## src/sv/ipv6ar_pkg.sv

```systemverilog
// ----------------------------------------------------------------------------
// ipv6ar_pkg
// Shared types, character codes and helpers of the IPv6 address recognizer.
// ----------------------------------------------------------------------------
package ipv6ar_pkg;

    localparam int unsigned CHAR_W   = 8;
    localparam int unsigned LEN_W    = 6;
    localparam int unsigned GDIG_W   = 3;
    localparam int unsigned DVAL_W   = 9;
    localparam int unsigned DDIG_W   = 3;
    localparam int unsigned GCNT_W   = 4;
    localparam int unsigned OCT_W    = 2;
    localparam int unsigned PROD_W   = 12;

    localparam logic [CHAR_W-1:0] CH_COLON = 8'h3A;
    localparam logic [CHAR_W-1:0] CH_DOT   = 8'h2E;
    localparam logic [CHAR_W-1:0] CH_0     = 8'h30;
    localparam logic [CHAR_W-1:0] CH_9     = 8'h39;
    localparam logic [CHAR_W-1:0] CH_LA    = 8'h61;
    localparam logic [CHAR_W-1:0] CH_LF    = 8'h66;
    localparam logic [CHAR_W-1:0] CH_UA    = 8'h41;
    localparam logic [CHAR_W-1:0] CH_UF    = 8'h46;

    localparam logic [LEN_W-1:0]  LEN_MAX      = 6'd63;
    localparam logic [GCNT_W-1:0] GCNT_MAX     = 4'd15;
    localparam logic [GDIG_W-1:0] GDIG_SAT     = 3'd5;
    localparam logic [GDIG_W-1:0] GDIG_MAX     = 3'd4;
    localparam logic [DDIG_W-1:0] DDIG_MAX     = 3'd3;
    localparam logic [PROD_W-1:0] OCTET_MAX    = 12'd255;
    localparam logic [GCNT_W-1:0] GROUPS_FULL  = 4'd8;
    localparam logic [GCNT_W-1:0] GROUPS_SHORT = 4'd7;
    localparam logic [OCT_W-1:0]  OCT_LAST_SEP = 2'd2;
    localparam logic [LEN_W-1:0]  LEN_MIN_ACC  = 6'd2;

    typedef enum logic [5:0] {
        PH_IDLE           = 6'b000001,
        PH_LEAD_COLON     = 6'b000010,
        PH_GROUP          = 6'b000100,
        PH_AFTER_COLON    = 6'b001000,
        PH_OCT_NEED_DIGIT = 6'b010000,
        PH_OCT_DIGITS     = 6'b100000
    } t_phase;

    typedef enum logic [1:0] {
        ST_SCAN    = 2'd0,
        ST_ACCEPT  = 2'd1,
        ST_REJECT  = 2'd2,
        ST_NOMATCH = 2'd3
    } t_status;

    typedef struct packed {
        t_phase              phase;
        logic [GDIG_W-1:0]   gdig;
        logic                dec_only;
        logic [DVAL_W-1:0]   dval;
        logic [DDIG_W-1:0]   ddig;
        logic [GCNT_W-1:0]   gcnt;
        logic                dcolon;
        logic [OCT_W-1:0]    oct_idx;
        logic [LEN_W-1:0]    len;
    } t_scan;

    localparam t_scan SCAN_CLEAR = '{
        phase:    PH_IDLE,
        gdig:     '0,
        dec_only: 1'b1,
        dval:     '0,
        ddig:     '0,
        gcnt:     '0,
        dcolon:   1'b0,
        oct_idx:  '0,
        len:      '0
    };

    function automatic logic f_is_dec(input logic [CHAR_W-1:0] c);
        return (c >= CH_0) && (c <= CH_9);
    endfunction

    function automatic logic f_is_hex(input logic [CHAR_W-1:0] c);
        return f_is_dec(c) || ((c >= CH_LA) && (c <= CH_LF)) ||
               ((c >= CH_UA) && (c <= CH_UF));
    endfunction

    // value * 10 + digit
    function automatic logic [PROD_W-1:0] f_dec_acc(input logic [DVAL_W-1:0] v,
                                                     input logic [CHAR_W-1:0] c);
        logic [PROD_W-1:0] w;
        logic [CHAR_W-1:0] d;
        w = PROD_W'(v);
        d = c - CH_0;
        return (w << 3) + (w << 1) + PROD_W'(d);
    endfunction

endpackage

```

## src/sv/ipv6ar_in_if.sv

```systemverilog
// ----------------------------------------------------------------------------
// ipv6ar_in_if
// Character channel: one byte and an end marker per item.
// ----------------------------------------------------------------------------
interface ipv6ar_in_if;
    logic       valid;
    logic       ready;
    logic [7:0] char_code;
    logic       end_of_input;

    modport source (output valid, output char_code, output end_of_input, input ready);
    modport sink   (input valid, input char_code, input end_of_input, output ready);
endinterface

```

## src/sv/ipv6ar_out_if.sv

```systemverilog
// ----------------------------------------------------------------------------
// ipv6ar_out_if
// Result channel: scan status and token length per item.
// ----------------------------------------------------------------------------
interface ipv6ar_out_if;
    logic       valid;
    logic       ready;
    logic [1:0] status;
    logic [5:0] token_length;

    modport source (output valid, output status, output token_length, input ready);
    modport sink   (input valid, input status, input token_length, output ready);
endinterface

```

## src/sv/ipv6ar_step.sv

```systemverilog
// ----------------------------------------------------------------------------
// ipv6ar_step
// Next-state and status logic for one character of the address scan.
// ----------------------------------------------------------------------------
module ipv6ar_step (
    input  ipv6ar_pkg::t_scan              i_scan,
    input  logic [ipv6ar_pkg::CHAR_W-1:0]  i_char,
    input  logic                           i_eoi,
    output ipv6ar_pkg::t_scan              o_scan,
    output ipv6ar_pkg::t_status            o_status,
    output logic [ipv6ar_pkg::LEN_W-1:0]   o_length
);
    import ipv6ar_pkg::*;

    function automatic logic [LEN_W-1:0] f_count(input logic [LEN_W-1:0] l);
        return (l < LEN_MAX) ? l + 1'b1 : l;
    endfunction

    function automatic logic [GCNT_W-1:0] f_bump(input logic [GCNT_W-1:0] g);
        return (g < GCNT_MAX) ? g + 1'b1 : g;
    endfunction

    function automatic t_status f_verdict(input logic dc, input logic [GCNT_W-1:0] g);
        if (dc) begin
            return (g > GROUPS_SHORT) ? ST_REJECT : ST_ACCEPT;
        end
        return (g != GROUPS_FULL) ? ST_REJECT : ST_ACCEPT;
    endfunction

    function automatic t_scan f_new_group(input t_scan b);
        t_scan r;
        r          = b;
        r.gdig     = '0;
        r.dec_only = 1'b1;
        r.dval     = '0;
        r.ddig     = '0;
        return r;
    endfunction

    function automatic t_scan f_take_hex(input t_scan b, input logic [CHAR_W-1:0] c);
        t_scan             r;
        logic [PROD_W-1:0] v;
        logic [DDIG_W-1:0] dd;
        r  = b;
        v  = f_dec_acc(b.dval, c);
        dd = b.ddig + 1'b1;
        if (!f_is_dec(c)) begin
            r.dec_only = 1'b0;
        end else if (b.dec_only) begin
            r.ddig = dd;
            if ((dd > DDIG_MAX) || (v > OCTET_MAX)) begin
                r.dec_only = 1'b0;
            end else begin
                r.dval = v[DVAL_W-1:0];
            end
        end
        if (b.gdig < GDIG_SAT) begin
            r.gdig = b.gdig + 1'b1;
        end
        r.len = f_count(b.len);
        return r;
    endfunction

    logic [CHAR_W-1:0] c;
    logic              c_dec;
    logic              c_hex;
    logic              c_colon;
    logic              c_dot;
    logic [PROD_W-1:0] oct_v;
    logic [DDIG_W-1:0] oct_dd;
    t_scan             n_scan;
    t_status           st;

    // end of input reads as a NUL terminator
    assign c       = i_eoi ? '0 : i_char;
    assign c_dec   = f_is_dec(c);
    assign c_hex   = f_is_hex(c);
    assign c_colon = (c == CH_COLON);
    assign c_dot   = (c == CH_DOT);
    assign oct_v   = f_dec_acc(i_scan.dval, c);
    assign oct_dd  = i_scan.ddig + 1'b1;

    always_comb begin
        n_scan = i_scan;
        st     = ST_SCAN;
        case (i_scan.phase)
            PH_IDLE: begin
                if (c_colon) begin
                    n_scan.len   = f_count(i_scan.len);
                    n_scan.phase = PH_LEAD_COLON;
                end else if (c_hex) begin
                    n_scan       = f_take_hex(f_new_group(i_scan), c);
                    n_scan.phase = PH_GROUP;
                end else begin
                    st = ST_NOMATCH;
                end
            end
            PH_LEAD_COLON: begin
                if (c_colon) begin
                    n_scan        = f_new_group(i_scan);
                    n_scan.len    = f_count(i_scan.len);
                    n_scan.dcolon = 1'b1;
                    n_scan.phase  = PH_GROUP;
                end else begin
                    st = ST_REJECT;
                end
            end
            PH_GROUP: begin
                if (c_hex) begin
                    n_scan = f_take_hex(i_scan, c);
                end else if (i_scan.gdig == '0) begin
                    st = f_verdict(i_scan.dcolon, i_scan.gcnt);
                end else if (i_scan.gdig > GDIG_MAX) begin
                    st = ST_REJECT;
                end else begin
                    n_scan.gcnt = f_bump(i_scan.gcnt);
                    if (c_dot) begin
                        if (!i_scan.dec_only || (i_scan.ddig == '0)) begin
                            st = ST_REJECT;
                        end else begin
                            n_scan.len     = f_count(i_scan.len);
                            n_scan.oct_idx = '0;
                            n_scan.phase   = PH_OCT_NEED_DIGIT;
                        end
                    end else if (c_colon) begin
                        n_scan.len   = f_count(i_scan.len);
                        n_scan.phase = PH_AFTER_COLON;
                    end else begin
                        st = f_verdict(i_scan.dcolon, n_scan.gcnt);
                    end
                end
            end
            PH_AFTER_COLON: begin
                if (c_colon) begin
                    if (i_scan.dcolon) begin
                        st = ST_REJECT;
                    end else begin
                        n_scan        = f_new_group(i_scan);
                        n_scan.dcolon = 1'b1;
                        n_scan.len    = f_count(i_scan.len);
                        n_scan.phase  = PH_GROUP;
                    end
                end else if (c_hex) begin
                    n_scan       = f_take_hex(f_new_group(i_scan), c);
                    n_scan.phase = PH_GROUP;
                end else begin
                    st = ST_REJECT;
                end
            end
            PH_OCT_NEED_DIGIT: begin
                if (c_dec) begin
                    n_scan.dval  = DVAL_W'(c - CH_0);
                    n_scan.ddig  = DDIG_W'(1);
                    n_scan.len   = f_count(i_scan.len);
                    n_scan.phase = PH_OCT_DIGITS;
                end else begin
                    st = ST_REJECT;
                end
            end
            PH_OCT_DIGITS: begin
                if (c_dec) begin
                    n_scan.ddig = oct_dd;
                    if ((oct_dd > DDIG_MAX) || (oct_v > OCTET_MAX)) begin
                        st = ST_REJECT;
                    end else begin
                        n_scan.dval = oct_v[DVAL_W-1:0];
                        n_scan.len  = f_count(i_scan.len);
                    end
                end else if (i_scan.oct_idx < OCT_LAST_SEP) begin
                    if (c_dot) begin
                        n_scan.oct_idx = i_scan.oct_idx + 1'b1;
                        n_scan.len     = f_count(i_scan.len);
                        n_scan.phase   = PH_OCT_NEED_DIGIT;
                    end else begin
                        st = ST_REJECT;
                    end
                end else begin
                    // the dotted tail closes its second group here
                    n_scan.gcnt = f_bump(i_scan.gcnt);
                    st          = f_verdict(i_scan.dcolon, n_scan.gcnt);
                end
            end
            default: begin
                n_scan = SCAN_CLEAR;
            end
        endcase
    end

    assign o_status = st;
    assign o_length = (st == ST_ACCEPT) ? n_scan.len : '0;
    assign o_scan   = (st != ST_SCAN) ? SCAN_CLEAR : n_scan;

endmodule

```

## src/sv/ipv6_address_recognizer_unit.sv

```systemverilog
// ----------------------------------------------------------------------------
// ipv6_address_recognizer_unit
// Recognizes textual IPv6 addresses, one character per item.
// ----------------------------------------------------------------------------
//  channel   dir  payload                       handshake
//  i_in      in   char_code[7:0], end_of_input  valid / ready
//  o_out     out  status[1:0], token_length[5:0] valid / ready
//
//  one result item per input item; one item per cycle unless o_out stalls:
//  input register, step logic, result register
//  i_rst_n (synchronous, active low) returns the scan to idle and empties both
//  registers; the result register is freed in the cycle it is taken, so a
//  stall on o_out holds the input register and then drops i_in.ready
// ----------------------------------------------------------------------------
module ipv6_address_recognizer_unit (
    input  logic       i_clk,
    input  logic       i_rst_n,
    ipv6ar_in_if.sink  i_in,
    ipv6ar_out_if.source o_out
);
    import ipv6ar_pkg::*;

    logic                r_stg_valid;
    logic [CHAR_W-1:0]   r_stg_char;
    logic                r_stg_eoi;
    t_scan               r_scan;
    logic                r_out_valid;
    t_status             r_out_status;
    logic [LEN_W-1:0]    r_out_len;

    t_scan               n_scan;
    t_status             n_status;
    logic [LEN_W-1:0]    n_len;
    logic                advance;
    logic                take_in;

    ipv6ar_step u_step (
        .i_scan   (r_scan),
        .i_char   (r_stg_char),
        .i_eoi    (r_stg_eoi),
        .o_scan   (n_scan),
        .o_status (n_status),
        .o_length (n_len)
    );

    assign advance     = r_stg_valid && (!r_out_valid || o_out.ready);
    assign i_in.ready  = !r_stg_valid || advance;
    assign take_in     = i_in.valid && i_in.ready;

    always_ff @(posedge i_clk) begin
        if (!i_rst_n) begin
            r_stg_valid <= 1'b0;
        end else if (take_in) begin
            r_stg_valid <= 1'b1;
        end else if (advance) begin
            r_stg_valid <= 1'b0;
        end
    end

    always_ff @(posedge i_clk) begin
        if (take_in) begin
            r_stg_char <= i_in.char_code;
            r_stg_eoi  <= i_in.end_of_input;
        end
    end

    always_ff @(posedge i_clk) begin
        if (!i_rst_n) begin
            r_scan <= SCAN_CLEAR;
        end else if (advance) begin
            r_scan <= n_scan;
        end
    end

    always_ff @(posedge i_clk) begin
        if (!i_rst_n) begin
            r_out_valid <= 1'b0;
        end else if (advance) begin
            r_out_valid <= 1'b1;
        end else if (o_out.ready) begin
            r_out_valid <= 1'b0;
        end
    end

    always_ff @(posedge i_clk) begin
        if (advance) begin
            r_out_status <= n_status;
            r_out_len    <= n_len;
        end
    end

    assign o_out.valid        = r_out_valid;
    assign o_out.status       = r_out_status;
    assign o_out.token_length = r_out_len;

    a_phase_onehot: assert property (@(posedge i_clk) disable iff (!i_rst_n)
        $onehot(r_scan.phase))
        else $error("scan phase lost its one-hot code");

    a_verdict_restarts: assert property (@(posedge i_clk) disable iff (!i_rst_n)
        (advance && (n_status != ST_SCAN)) |=> (r_scan == SCAN_CLEAR))
        else $error("scan not restarted after a verdict");

    a_len_only_on_accept: assert property (@(posedge i_clk) disable iff (!i_rst_n)
        (r_out_valid && (r_out_status != ST_ACCEPT)) |-> (r_out_len == '0))
        else $error("token length on a non-accept item");

    a_accept_min_len: assert property (@(posedge i_clk) disable iff (!i_rst_n)
        (r_out_valid && (r_out_status == ST_ACCEPT)) |-> (r_out_len >= LEN_MIN_ACC))
        else $error("accepted address shorter than two characters");

    a_stage_held: assert property (@(posedge i_clk) disable iff (!i_rst_n)
        (r_stg_valid && !advance) |=> (r_stg_valid && $stable(r_stg_char)
                                       && $stable(r_stg_eoi)))
        else $error("held input item overwritten");

endmodule
```

## src/flat_wrapper.sv

```systemverilog
// flat-port wrapper written by rule: the top's interface ports become plain ports
module ipv6_address_recognizer_unit_flat import ipv6ar_pkg::*;
  (i_clk, i_rst_n, i_in_valid, i_in_char_code, i_in_end_of_input, i_in_ready, o_out_valid, o_out_status, o_out_token_length, o_out_ready);
  ipv6ar_in_if i_in_i ();
  ipv6ar_out_if o_out_i ();
  input  logic i_clk;
  input  logic i_rst_n;
  input wire logic [$bits(i_in_i.valid)-1:0] i_in_valid;
  input wire logic [$bits(i_in_i.char_code)-1:0] i_in_char_code;
  input wire logic [$bits(i_in_i.end_of_input)-1:0] i_in_end_of_input;
  output wire logic [$bits(i_in_i.ready)-1:0] i_in_ready;
  output wire logic [$bits(o_out_i.valid)-1:0] o_out_valid;
  output wire logic [$bits(o_out_i.status)-1:0] o_out_status;
  output wire logic [$bits(o_out_i.token_length)-1:0] o_out_token_length;
  input wire logic [$bits(o_out_i.ready)-1:0] o_out_ready;
  assign i_in_i.valid = i_in_valid;
  assign i_in_i.char_code = i_in_char_code;
  assign i_in_i.end_of_input = i_in_end_of_input;
  assign i_in_ready = i_in_i.ready;
  assign o_out_valid = o_out_i.valid;
  assign o_out_status = o_out_i.status;
  assign o_out_token_length = o_out_i.token_length;
  assign o_out_i.ready = o_out_ready;
  ipv6_address_recognizer_unit u_core (.i_clk(i_clk), .i_rst_n(i_rst_n), .i_in(i_in_i), .o_out(o_out_i));
endmodule
```

## config.mk

```make
export PLATFORM = sky130hd
export DESIGN_NAME = ipv6_address_recognizer_unit_flat
export DESIGN_NICKNAME = d
export VERILOG_FILES = /design/src/sv/ipv6ar_pkg.sv /design/src/sv/ipv6ar_in_if.sv /design/src/sv/ipv6ar_out_if.sv /design/src/sv/ipv6ar_step.sv /design/src/sv/ipv6_address_recognizer_unit.sv /design/src/flat_wrapper.sv
export SDC_FILE = /design/constraint.sdc
export NUM_CORES = 1
export LEC_CHECK = 0
export ABC_AREA = 1
export BUFFER_PORTS_ARGS = -buffer_cell sky130_fd_sc_hd__clkbuf_2
export CORE_MARGIN = 8
export CORE_UTILIZATION = 40
export DETAILED_ROUTE_END_ITERATION = 10
export GPL_ROUTABILITY_DRIVEN = 1
export PLACE_DENSITY = 0.53
export SKIP_CTS_REPAIR_TIMING = 1
export SLEW_MARGIN = 25
export SYNTH_ARGS = -nofsm -noshare
export SYNTH_HDL_FRONTEND = slang
export SYNTH_SLANG_ARGS = --single-unit
```

## constraint.sdc

```tcl
create_clock -name i_clk -period 3.94 [get_ports i_clk]
set_input_delay 0 -clock i_clk [delete_from_list [all_inputs] [get_ports i_clk]]
set_output_delay 0 -clock i_clk [all_outputs]
set_load 0.02 [all_outputs]
```

==> After elaboration in Yosys (flattened, before gate mapping) <==
Index checks and enable logic that the tools add are counted.
{ "classes": {"n_addsub": 9, "n_lt_le_gt_ge": 16, "eq_ne": 36, "n_mux": 103, "n_reduce_logical": 28} }
{ "ops": {"columns": ["cell", "n"], "rows": [
  ["35-bit 2-to-1 mux", 5],
  ["6-bit 2-to-1 mux", 18],
  ["12-bit one-hot mux with 6 select lines", 1],
  ["6-bit one-hot mux with 6 select lines", 2],
  ["8-bit 2-to-1 mux", 8],
  ["2-bit 2-to-1 mux", 28],
  ["3-bit inequality test, second input constant", 17],
  ["12-bit 2-to-1 mux", 3],
  ["4-bit 2-to-1 mux", 6],
  ["2-bit one-hot mux with 6 select lines", 2],
  ["4-bit one-hot mux with 6 select lines", 1],
  ["23-bit 2-to-1 mux", 1],
  ["1-bit 2-to-1 mux", 21],
  ["4-bit inequality test, second input constant", 5],
  ["4-bit one-hot mux with 5 select lines", 1],
  ["8-bit by 6-bit == test with 1-bit output, second input constant", 2],
  ["8-bit by 7-bit >= comparator with 1-bit output, second input constant", 2],
  ["8-bit by 7-bit <= comparator with 1-bit output, second input constant", 2],
  ["16-bit 2-to-1 mux", 1],
  ["13-bit 2-to-1 mux", 1],
  ["13-bit AND reduction", 1],
  ["12-bit by 10-bit adder with 12-bit output", 1],
  ["12-bit by 8-bit adder with 12-bit output", 1],
  ["12-bit by 8-bit greater-than comparator with 1-bit output, second input constant", 1],
  ["other kinds (43)", 61]
]} }
{ "totals": {"reg_bits": 54, "input_bits": 13, "output_inout_bits": 10, "wordCells": 207} }

==> Depth between registers and ports, before layout <==
Gate-level depths: netlist of run 1.
{ "logic_depth": {"word_depth": 18, "ltp_mapped": 28, "mapped_depth_nobuf": 28} }

==> By module <==
A second synthesis of run 1 with hierarchy kept.
{ "hier_totals": {"hier_cells": 1067, "hier_area_um2": 6195.9} }
{ "by_module_without_submodules": {"columns": ["mod", "instances", "cells_per_inst", "area_per_inst_um2", "seq_area_each_um2"], "rows": [
  ["ipv6ar_step", 1, 812, 4062.6, 0.0],
  ["ipv6_address_recognizer_unit", 1, 255, 2133.3, 1251.2]
]} }

==> Worst setup path before layout of run 1 <==
Ideal clock, no wire load.
{ "synth_timing": {"path_kind": "register to register", "from": "register u_core.r_stg_eoi", "to": "register u_core.r_scan[31] (netlist name)", "setup_time_ps": 118, "arrival_time_ps": 3435, "required_ps": 3822, "path_slack_ps": 387, "path_stages_with_launch": 26, "n_path_buf": 1, "synth_period_minus_slack_ps": 3553, "cell_sequence": "edfxtp_1 > nor2_1 > inv_1 > ha_1 > fa_1 > inv_1 > ha_1 > nand2_1 > nand2_1 > inv_1 > nand2_1 > nand2_1 > nand2_1 > nand2_1 > nand2_1 > nor2_1 > nand4_1 > nand2_1 > inv_2 > nor2_8 > nand3_2 > nor2_4 > nor2_4 > buf_6 > o21ai_1 > a21oi_1"} }
{ "synth_between": {"elab_chain_len": 11, "word_cells_on_any_way": 56, "cone_classes": "add/sub (2); order compare (7); eq/ne (13); mux (26); reduce/logical (8)"} }
{ "synth_rtl": {"columns": ["item", "line_no", "source"], "rows": [
  ["from (decl)", "ipv6_address_recognizer_unit.sv:25", "logic r_stg_eoi;"],
  ["from (signal assigned)", "ipv6_address_recognizer_unit.sv:63", "r_stg_eoi <= i_in.end_of_input;"],
  ["8-bit 2-to-1 mux (*)", "ipv6ar_step.sv:75", "assign c = i_eoi ? '0 : i_char;"],
  ["8-bit by 6-bit subtractor with 8-bit output, or another cell as far along", "ipv6ar_pkg.sv:91", "d = c - CH_0;"],
  ["12-bit by 8-bit adder with 12-bit output, or another cell as far along", "ipv6ar_pkg.sv:92", "return (w << 3) + (w << 1) + PROD_W'(d);"],
  ["12-bit by 8-bit greater-than comparator with 1-bit output, or another cell as far along", "ipv6ar_step.sv:163", "if ((oct_dd > DDIG_MAX) || (oct_v > OCTET_MAX)) begin"],
  ["1-bit logical OR, or another cell as far along", "ipv6ar_step.sv:163", null],
  ["2-bit 2-to-1 mux, on equally long branches (2 in a row)", null, null],
  ["2-bit one-hot mux with 6 select lines", "ipv6ar_step.sv:86", "case (i_scan.phase)"],
  ["2-bit nonzero test", "ipv6ar_step.sv:191", "assign o_scan = (st != ST_SCAN) ? SCAN_CLEAR : n_scan;"],
  ["4-bit inequality test (no line) / 3-bit inequality test (equally long branches)", null, null],
  ["12-bit AND reduction (no line)", null, null],
  ["to (signal assigned)", "ipv6_address_recognizer_unit.sv:71", "r_scan <= n_scan;"],
  ["to (decl)", "ipv6_address_recognizer_unit.sv:26", "t_scan r_scan;"]
]} }
Mark *: on every way between the ends. The rest lies on a longest branch, timed or not. The select of a mux whose other input is x is not followed.
A chain may end at the register's enable or synchronous reset.

==> Worst setup path in the final report of run 1 <==
{ "layout_timing": {"from": "register u_core.r_stg_eoi", "to": "register u_core.r_scan[4] (netlist name)"} }
{ "layout_between": {"elab_chain_len": 10, "word_cells_on_any_way": 51, "cone_classes": "add/sub (2); order compare (7); eq/ne (2); mux (33); reduce/logical (7)"} }
{ "layout_rtl": {"columns": ["item", "line_no"], "rows": [
  ["8-bit 2-to-1 mux (*)", "ipv6ar_step.sv:75"],
  ["8-bit by 6-bit subtractor with 8-bit output, or another cell as far along", "ipv6ar_pkg.sv:91"],
  ["12-bit by 8-bit adder with 12-bit output, or another cell as far along", "ipv6ar_pkg.sv:92"],
  ["12-bit by 8-bit greater-than comparator with 1-bit output, or another cell as far along", "ipv6ar_step.sv:163"],
  ["1-bit logical OR, or another cell as far along", "ipv6ar_step.sv:163"],
  ["2-bit 2-to-1 mux, on equally long branches (2 in a row)", null],
  ["2-bit one-hot mux with 6 select lines", "ipv6ar_step.sv:86"],
  ["2-bit nonzero test", "ipv6ar_step.sv:191"],
  ["35-bit 2-to-1 mux (*)", "ipv6ar_step.sv:191"]
]} }
Marked as above.

==> summary.txt, run 1 <==
Setup path
  • R2r startpoint: u_core.r_stg_eoi
  • Crit path DAT: 4.04 ns
  • Max Fanout on Critical Path: 7
  • CP Class: reg2reg
  • FF-to-FF setup slack: 0.13 ns
  • Setup crit end kind: flip-flop
  • Worst setup SP type: flip-flop
  • Setup crit start: u_core.r_stg_eoi
  • Req. time, crit path: 4.17 ns

Global route
  • Vias in the first global route: 5144
  • First-pass GRT wire length: 26300 um
  • GRT Resource Usage Total: 19.8%
  • Largest net degree at the start of global routing: 28
  • GRT Residual Overflow: 0
  • Initial antenna violation count: 0

Synth
  • Top cell type's share of synthesized area: 14.7%
  • Cell variety after synth: 49
  • Cell with the most instances after synthesis: nand2_1
  • Synth area leaders: nand2_1, dfxtp_1, edfxtp_1
  • Most frequent cells after synthesis: nand2_1, inv_1, nor2_1
  • Leading area contributor after synthesis: nand2_1
  • Seq/Total Area, Yosys: 24.0%
  • Synth warn: 0
  • Mapped Nets: 873
  • Post-synth EDFFs: 17
  • Syn avg cell area: 6.29 um^2
  • Cell Area, Synth: 0.00522 mm^2
  • Top FF cell, synth: dfxtp_1
  • Yosys reg bits: 54
  • Cells after synthesis: 830
  • Asr flop ratio synth: 0%

Detailed routing
  • Drt first-iter violations: 540
  • Drt wl/cell: 15.7 um
  • Final wirelength: 16600 um
  • Post-route ant nets: 0
  • Vias: 5633
  • DRC: 0
  • Via/cell ratio: 5.32
  • DR pass1 iterations: 5

CTS
  • Maximum clock insertion buffer count: 2
  • Clock Sinks: 54
  • H-tree levels: 2
  • Worst-skew pair later-pin latency: 0.31 ns
  • Clk slew on worst S/H paths: 0.07 ns
  • CTS root buffer: clkbuf_16
  • CTS buffer count: 5
  • CTS tree: yes

Power and ir drop
  • Lkg Pwr: 0.00289 uW
  • Power density over the cells: 278 mW/mm^2
  • Design Power: 1730 uW
  • Peak supply drop: 0.199 mV

STA
  • Final Skew: 0.00908 ns
  • Max-Slew Margin vs Limit: 52.8%
  • Final setup viols: 0
  • Fmax: 0.263 GHz
  • RSZ-0062 raised after global routing: true
  • Hold Slack: -0.00983 ns
  • Fin crit period: 3.81 ns
  • Worst slew pin tran: 0.707 ns
  • Tcrit/Tclk final: 96.7%
  • Max-slew violation count: 0
  • Final count of hold timing violations: 1

Cells and area
  • Share of post-route cells with drive strength above 1: 20.0%
  • Final instance area: 0.00623 mm^2
  • Synthesis-to-finish area growth: 19.4%
  • Nets@finish: 929
  • Diodes inserted: 0

Die
  • Initial core utilization: 41.2%
  • Ports: 23
  • Die area: 0.0170 mm^2
  • Die span in y: 130 um
  • Core ar.: 0.0127 mm^2
  • Rows: 41
  • Die width: 130 um

Run status
  • Failing checks: negative hold slack
  • Status: complete, but fails checks

Min path
  • Hold Path Origin: o_out_ready
  • Type of the most critical hold path: in2reg

Placed design
  • GP Congestion: 0.914
  • PortBufs: 22
  • DP Area: 0.00566 mm^2
  • DP Wirelength: 12700 um

Run
  • Max Cap Viol: 0
metal layers:
metal / wire, um / vias up / GRT usage, % / part of all wire (%)
met3: 916 / 29 / 3.63 / 5.5
li1: - / 2829 / - / -
met1: 8060 / 2601 / 27.2 / 48
met2: 7190 / 174 / 30.0 / 43
met4: 481 / 0 / 7.58 / 2.9
met5: 0 / - / 0 / 0
power breakdown:
part           switching, uW  total, uW  internal, uW
clock network            216        453           236
registers               29.9        636           606
logic                    398        641           243
total                    644       1730          1090
through the flow:
stage          TNS (ns)  setup WS [ns]  cells  utilization (%)  hold WS (ns)
6_report              0          0.131   1059             49.2      -0.00983
5_1_grt           -2.16         -0.137   1059             49.2       0.00641
4_1_cts          -0.302        -0.0522   1041             45.8        -0.147
3_5_place_dp    -0.0321        -0.0231   1033             44.7         0.179
3_3_place_gp          0         0.0595   1033             44.7         0.178
2_1_floorplan         0          0.387    830                -        0.0989
final timing paths:
| kind | to | depth (start not counted) |
|---|---|---|
| worst max-delay path | u_core.r_scan[4] | 26 |
| worst min-delay path | u_core.o_out.valid | 4 |
| worst max register to register | u_core.r_scan[4] | 26 |
| worst min register to register | u_core.r_scan[30] | 2 |
placed cells by master (no fill, tap or decap), types with 2 or more instances in the layout:
cell,count
nand2_1,188
inv_1,119
nor2_1,74
a21oi_1,59
nand3_1,56
dfxtp_1,37
buf_4,34
o21ai_0,33
nand2_2,22
clkbuf_2,22
inv_2,18
nand4_1,18
o21ai_1,17
ha_1,17
edfxtp_1,17
a21oi_2,13
o22ai_1,11
a22oi_1,11
o211ai_1,9
dlygate4sd3_1,9
nor2_4,7
nor2_2,7
nand3_2,7
nor3_1,7
buf_6,6
nand2_4,5
ha_4,5
clkbuf_16,5
o21ai_2,4
a31oi_1,4
xnor2_1,4
fa_1,4
xor2_1,3
a211oi_1,3
or2_2,3
inv_6,2
fa_2,2
ha_2,2
cell type report:
| cell class | instances | area (um^2) |
|---|---|---|
| Tap cell | 172 | 215 |
| Multi-Input combinational cell | 612 | 3530 |
| Fill cell | 1324 | 6440 |
| Timing Repair Buffer | 72 | 543 |
| Clock buffer | 5 | 125 |
| Inverter | 141 | 543 |
| Sequential cell | 54 | 1250 |
| Clock inverter | 3 | 20.0 |
sequential cells by signal, summed over array words and instances, names as in the netlist:
signal,cells
u_core.o_out.valid,1
u_core.r_stg_valid,1
u_core.o_out.token_length,6
u_core.r_stg_char,8
u_core.o_out.status,2
u_core.r_scan,35
u_core.r_stg_eoi,1
worst max-delay path, cell delays in order, from the launching register on:
cell,delay [ns]
edfxtp_1,0.47
buf_6,0.16
inv_4,0.05
nand2_2,0.05
inv_2,0.07
a21oi_4,0.04
xnor2_2,0.26
fa_2,0.49
inv_2,0.08
ha_4,0.21
nand2_1,0.11
inv_1,0.07
a21oi_2,0.15
nand2_1,0.07
nand2_1,0.05
nand2_1,0.04
inv_1,0.07
nand4_1,0.19
nand2_1,0.14
inv_2,0.06
nor2_8,0.13
nand2_4,0.09
inv_6,0.10
nand2_4,0.06
nor2_4,0.27
nand2_1,0.08
a21oi_1,0.14
cell families after synthesis:
| group | Yosys count | share of synthesized area [%] |
|---|---|---|
| AOI/OAI and AO/OA | 172 | 19.1 |
| xor gates and xnor gates | 9 | 1.51 |
| adders and majority gates | 30 | 8.05 |
| buffers and inverters | 164 | 12.8 |
| DFF | 54 | 24.0 |
| and+or+nand+nor | 401 | 34.6 |
Power figures use the tool's default switching activity.
==> inputs of run 2 (changes only) <==
--- a/config.mk
+++ b/config.mk
@@ -16,4 +16,5 @@
 export SLEW_MARGIN = 25
 export SYNTH_ARGS = -nofsm -noshare
 export SYNTH_HDL_FRONTEND = slang
+export SYNTH_HIERARCHICAL = 1
 export SYNTH_SLANG_ARGS = --single-unit
==> run 2 against run 1 <==
  * The flow still finishes with violations (negative hold slack)
  * Combinational power up 40%
  * Design area up 17%
  * Sequential power up 3.6%
  * Critical path depth unchanged
  * Routed wire length up 20%
  * Via count up 21%
  * Maximum frequency about the same
  * Cell count up 22%
  * Clock skew up 0.0033 ns
  * Hold slack worse by 0.022 ns
  * Die area up 16%
==> summary.txt, run 2 <==
Run status
  • Status: complete, but fails checks
  • Failing checks: negative hold slack

Synth
  • Post-synth EDFFs: 17
  • Asr flop ratio synth: 0%
  • Yosys reg bits: 54
  • Seq/Total Area, Yosys: 20.2%
  • Cells after synthesis: 1067
  • Synth warn: 6
  • Top cell type's share of synthesized area: 17.6%
  • Syn avg cell area: 5.81 um^2
  • Leading area contributor after synthesis: nand2_1
  • Top FF cell, synth: dfxtp_1
  • Most frequent cells after synthesis: nand2_1, inv_1, nor2_1
  • Cell Area, Synth: 0.00620 mm^2
  • Cell with the most instances after synthesis: nand2_1
  • Synth area leaders: nand2_1, dfxtp_1, inv_1
  • Mapped Nets: 1111
  • Cell variety after synth: 47

Setup path
  • CP max stage delay: 0.57 ns
  • Setup crit end kind: flip-flop
  • Worst setup SP type: flip-flop
  • Worst Path Buf+Inv: 6
  • Crit path DAT: 4.05 ns
  • CP max stage cell: fa_1
  • CP Class: reg2reg
  • CP delay by family, top: simple AND/OR/NAND/NOR gates
  • Max Fanout on Critical Path: 8
  • Worst path most repeated cell: nand2_1
  • Req. time, crit path: 4.18 ns

Global route
  • Vias in the first global route: 5997
  • GRT Residual Overflow: 0
  • Largest net degree at the start of global routing: 70
  • First-pass GRT wire length: 31900 um
  • Initial antenna violation count: 0
  • GRT Resource Usage Total: 19.8%

STA
  • Fin crit period: 3.81 ns
  • Worst slew pin tran: 0.837 ns
  • Fmax: 0.263 GHz
  • Final worst setup slack: 0.134 ns
  • Max-Slew Margin vs Limit: 44.2%
  • Max-slew violation count: 0
  • Final Skew: 0.0124 ns
  • Tcrit/Tclk final: 96.6%
  • RSZ-0062 raised after global routing: true
  • Final count of hold timing violations: 1
  • Final setup viols: 0
  • Hold Slack: -0.0323 ns

Power and ir drop
  • Peak supply drop: 0.195 mV
  • Clock Power Share: 25.7%
  • Switch share: 40.3%
  • Power density over the cells: 288 mW/mm^2
  • Internal: 1250 uW
  • Design Power: 2100 uW
  • Lkg Pwr: 0.00342 uW
  • Power share of the combinational group: 42.9%
  • Sequential power share: 31.4%
  • NetSw: 846 uW

Die
  • Die area: 0.0197 mm^2
  • Rows: 45
  • Die span in y: 140 um
  • Ports: 23
  • Core ar.: 0.0151 mm^2
  • Die width: 140 um
  • Initial core utilization: 40.9%

CTS
  • Clock Sinks: 54
  • H-tree levels: 2
  • CTS tree: yes
  • CTS root buffer: clkbuf_16
  • Maximum clock insertion buffer count: 2
  • Clk slew on worst S/H paths: 0.08 ns
  • CTS buffer count: 5
  • Worst-skew pair later-pin latency: 0.31 ns

Cells and area
  • Biggest register: u_core/r_scan
  • Nets@finish: 1152
  • Final instance area: 0.00728 mm^2
  • Share of post-route cells with drive strength above 1: 17.0%
  • Most frequent cells in the layout: nand2_1, inv_1, nor2_1
  • Largest register FFs: 35
  • Commonest non-fill, non-tap cell in the layout: nand2_1
  • Diodes inserted: 0
  • Synthesis-to-finish area growth: 17.5%

Min path
  • Type of the most critical hold path: in2reg

Placed design
  • DP Wirelength: 14600 um
  • Place WS: -0.0451 ns
  • GP Congestion: 0.932
  • PortBufs: 22
  • DP Area: 0.00657 mm^2

Run
  • Max Cap Viol: 0

Detailed routing
  • Drt first-iter violations: 542
  • DR pass1 iterations: 6
  • Final wirelength: 20000 um
  • Post-route ant nets: 0
  • Via/cell ratio: 5.24
  • Vias: 6792
  • Drt wl/cell: 15.4 um
  • DRC: 0
[run 2: path summary, 6_finish.rpt]
check	from	endpoint	slack [ns]	depth (start not counted)
min	o_out_ready	u_core/r_stg_valid	-0.03	4
max	u_core/r_stg_eoi	u_core/r_scan[31]	0.13	26
min reg2reg	u_core/o_out.valid	u_core/r_stg_valid	0.52	2
max reg2reg	u_core/r_stg_eoi	u_core/r_scan[31]	0.13	26
[run 2: cells by family after synthesis]
family | count (synthesis) | synth area share (%)
simple gates | 606 | 43.7
buf+inv | 214 | 14.4
compound gates | 154 | 13.6
flops | 54 | 20.2
fa+ha+maj | 31 | 6.99
xor+xnor | 8 | 1.13
[run 2: worst min-delay path, stage by stage]
cell	delay, ns
clkbuf_2	0.08
inv_2	0.04
nand3_2	0.07
a21oi_1	0.06
[run 2: power by group through the flow]
| stage | combinational, uW | clock (uW) | sequential [uW] |
|---|---|---|---|
| 2_1_floorplan | 535 | 0 | 658 |
| 3_3_place_gp | 746 | 0 | 672 |
| 3_5_place_dp | 743 | 0 | 672 |
| 4_1_cts | 747 | 556 | 659 |
| 5_1_grt | 985 | 572 | 667 |
| 6_report | 899 | 539 | 659 |
[run 2: layer usage]
layer	vias up	wire length, um	global-route usage, %
li1	3459	-	-
met1	3109	10000	29.3
met2	204	8640	29.6
met3	20	1150	2.48
met4	0	224	4.64
met5	-	0	0
[run 2: area by class of cell]
| cell class | count | area (um^2) |
|---|---|---|
| fill | 1671 | 7870 |
| clock buffer | 5 | 125 |
| timing repair buffer | 74 | 622 |
| inverter | 174 | 667 |
| sequential | 54 | 1250 |
| multi-input combinational | 799 | 4330 |
| clock inverter | 3 | 47.5 |
| tap | 188 | 235 |
[run 2: through the flow]
| step | instances | setup TNS, ns | utilization (%) | hold WS [ns] |
|---|---|---|---|---|
| 3_5_place_dp | 1267 | -0.201 | 43.4 | 0.179 |
| 2_1_floorplan | 1067 | 0 | - | 0.0989 |
| 6_report | 1297 | 0 | 48.1 | -0.0323 |
| 4_1_cts | 1275 | -1.34 | 44.5 | -0.152 |
| 5_1_grt | 1297 | -1.68 | 48.1 | 0.00144 |
| 3_3_place_gp | 1267 | 0 | 43.4 | 0.178 |
==> inputs of run 3 (changes only) <==
--- a/config.mk
+++ b/config.mk
@@ -12,6 +12,7 @@
 export DETAILED_ROUTE_END_ITERATION = 10
 export GPL_ROUTABILITY_DRIVEN = 1
 export PLACE_DENSITY = 0.53
+export REMOVE_ABC_BUFFERS = 1
 export SKIP_CTS_REPAIR_TIMING = 1
 export SLEW_MARGIN = 25
 export SYNTH_ARGS = -nofsm -noshare
==> run 3 against run 2 <==
  * The flow now finishes without violations
  * Via count fell by 2.3%
  * Non-clock buffer count down 11
  * Sequential cell count unchanged
  * Critical path depth rose by 2
  * Global-route usage shrank 0.65 points
  * First-iteration DRC count decreased by 17%
  * Routed wire length decreased by 1.6%
  * Maximum frequency down 0.17%
  * Sequential share of layout area up 0.34 points
  * Combinational power down 5.0%
  * Clock skew shrank 0.0029 ns
  * Cell count is 0.85% lower
  * Critical path type unchanged
  * Critical endpoint is now u_core/r_scan[15]
  * Highest routed layer unchanged
==> summary.txt, run 3 (synthesis results as in run 2) <==
Run status
  • Status: finished clean

Placed design
  • Place WS: 0.0678 ns
  • PortBufs: 22
  • DP Wirelength: 13900 um
  • GP Congestion: 0.882

Cells and area
  • Synthesis-to-finish area growth: 15.2%
  • Most frequent cells in the layout: nand2_1, inv_1, nor2_1
  • Commonest non-fill, non-tap cell in the layout: nand2_1
  • Largest register FFs: 35
  • Share of post-route cells with drive strength above 1: 16.8%
  • Biggest register: u_core/r_scan
  • Final Core Density: 47.1%
  • Register Area: 0.00125 mm^2
  • Diodes inserted: 0
  • Nets@finish: 1141
  • Filler Cell Count: 1650
  • Multi-input combinational cell area: 0.00433 mm^2

Power and ir drop
  • Design Power: 2000 uW
  • NetSw: 838 uW
  • Switch share: 42.0%
  • Sequential power share: 33.1%
  • Power density over the cells: 280 mW/mm^2
  • Internal: 1160 uW
  • Peak supply drop: 0.156 mV
  • Power share of the combinational group: 42.8%
  • Lkg Pwr: 0.00334 uW
  • Clock Power Share: 24.1%

CTS
  • Clk slew on worst S/H paths: 0.08 ns
  • Maximum clock insertion buffer count: 2
  • CTS buffer count: 5
  • H-tree levels: 2
  • Clock Sinks: 54
  • CTS root buffer: clkbuf_16
  • Worst-skew pair later-pin latency: 0.31 ns
  • CTS tree: yes

Setup path
  • Reg-to-reg endpoint: u_core/r_scan[15]
  • CP max stage delay: 0.55 ns
  • Worst path most repeated cell: inv_2
  • FF-to-FF path depth: 28
  • CP delay by family, top: simple AND/OR/NAND/NOR gates
  • Worst Path Buf+Inv: 8
  • Setup crit end kind: flip-flop
  • CP max stage cell: fa_2
  • Worst setup SP type: flip-flop
  • R2r startpoint: u_core/r_stg_eoi
  • Setup crit start: u_core/r_stg_eoi
  • Crit path DAT: 4.06 ns
  • Max Fanout on Critical Path: 8
  • Setup crit end: u_core/r_scan[15]
  • Req. time, crit path: 4.19 ns
  • Critical path depth: 28
  • FF-to-FF setup slack: 0.13 ns
  • CP Class: reg2reg

Detailed routing
  • DRC: 0
  • Final wirelength: 19700 um
  • Via/cell ratio: 5.16
  • Post-route ant nets: 0
  • Drt wl/cell: 15.3 um
  • Drt first-iter violations: 449
  • DR pass1 iterations: 5
  • Vias: 6638

STA
  • Final count of hold timing violations: 0
  • Final worst setup slack: 0.127 ns
  • Tcrit/Tclk final: 96.8%
  • Fin crit period: 3.81 ns
  • Final setup viols: 0
  • Final Skew: 0.00952 ns
  • Final setup TNS: 0 ns
  • Max-slew violation count: 0
  • Max-Slew Margin vs Limit: 42.7%
  • RSZ-0062 raised after global routing: true
  • Fmax: 0.262 GHz
  • Worst slew pin tran: 0.859 ns

Die
  • Initial core utilization: 40.9%
  • Die span in y: 140 um
  • Die area: 0.0197 mm^2
  • Core ar.: 0.0151 mm^2
  • Die width: 140 um
  • Rows: 45
  • Ports: 23

Global route
  • GRT Resource Usage Total: 19.1%
  • Initial antenna violation count: 0
  • GRT Residual Overflow: 0
  • First-pass GRT wire length: 30800 um
  • Largest net degree at the start of global routing: 71
  • Vias in the first global route: 5885

Min path
  • Type of the most critical hold path: in2reg

Run
  • Max Cap Viol: 0
run 3: cell count changes in the layout (fill, tap and decap cells not counted), moves of 2 or more:
cell	delta
nor2_1	-6
a21oi_1	-4
buf_4	-11
nor2_4	+3
nand2_2	+3
a21oi_2	+4
buf_6	+3
nor2_2	+3
buf_12	-3
nand2_4	-3
inv_2	+4
inv_1	-2
nand3_1	+2
run 3: metrics by stage:
step | hold WS [ns] | area, um^2 | std cells
6_report | 0.340 | 7140 | 1286
5_1_grt | 0.390 | 7140 | 1286
2_1_floorplan | 0.0841 | 5960 | 1027
3_5_place_dp | 0.179 | 6470 | 1257
4_1_cts | -0.151 | 6620 | 1265
3_3_place_gp | 0.177 | 6470 | 1257
run 3: cell type report:
cell class                 instances  area share (%)
clock buffer                       5            1.75
clock inverter                     3           0.403
inverter                         174            9.26
multi-input combinational        799            60.6
sequential                        54            17.6
tap                              188            3.30
timing repair buffer              63            7.12
run 3: worst reg2reg max path, delay by kind of cell (launching register included):
kind,cells,cell delay [ns]
simple gates,16,1.45
fa+ha+maj,3,0.97
buf+inv,8,0.66
flops,1,0.50
xor+xnor,1,0.18
run 3: per-layer routing:
metal / share of wire [%] / global-route usage [%]
met3: 5.4 / 2.58
met5: 0 / 0
met2: 44 / 30.2
met1: 49 / 27.1
met4: 1.4 / 4.13
run 3: worst min-delay path by stage:
| stage | cells after the start | from | slack, ns | endpoint |
|---|---|---|---|---|
| after floorplan | 1 | i_rst_n | 0.08 | u_core/r_scan[25] |
| final | 5 | o_out_ready | 0.34 | u_core/r_stg_char[5] |
| after CTS | 1 | i_in_char_code[6] | -0.15 | u_core/r_stg_char[6] |
| after global routing | 4 | o_out_ready | 0.39 | i_in_ready |
| after detailed placement | 1 | i_in_char_code[6] | 0.18 | u_core/r_stg_char[6] |
| after global placement | 1 | i_in_char_code[5] | 0.18 | u_core/r_stg_char[5] |
run 3: power groups by stage:
stage                     clock (uW)  sequential [uW]  combinational, uW
after floorplan                    0              667                493
after global placement             0              673                715
after detailed placement           0              673                711
after CTS                        505              660                714
after global routing             522              668                946
final                            481              660                854
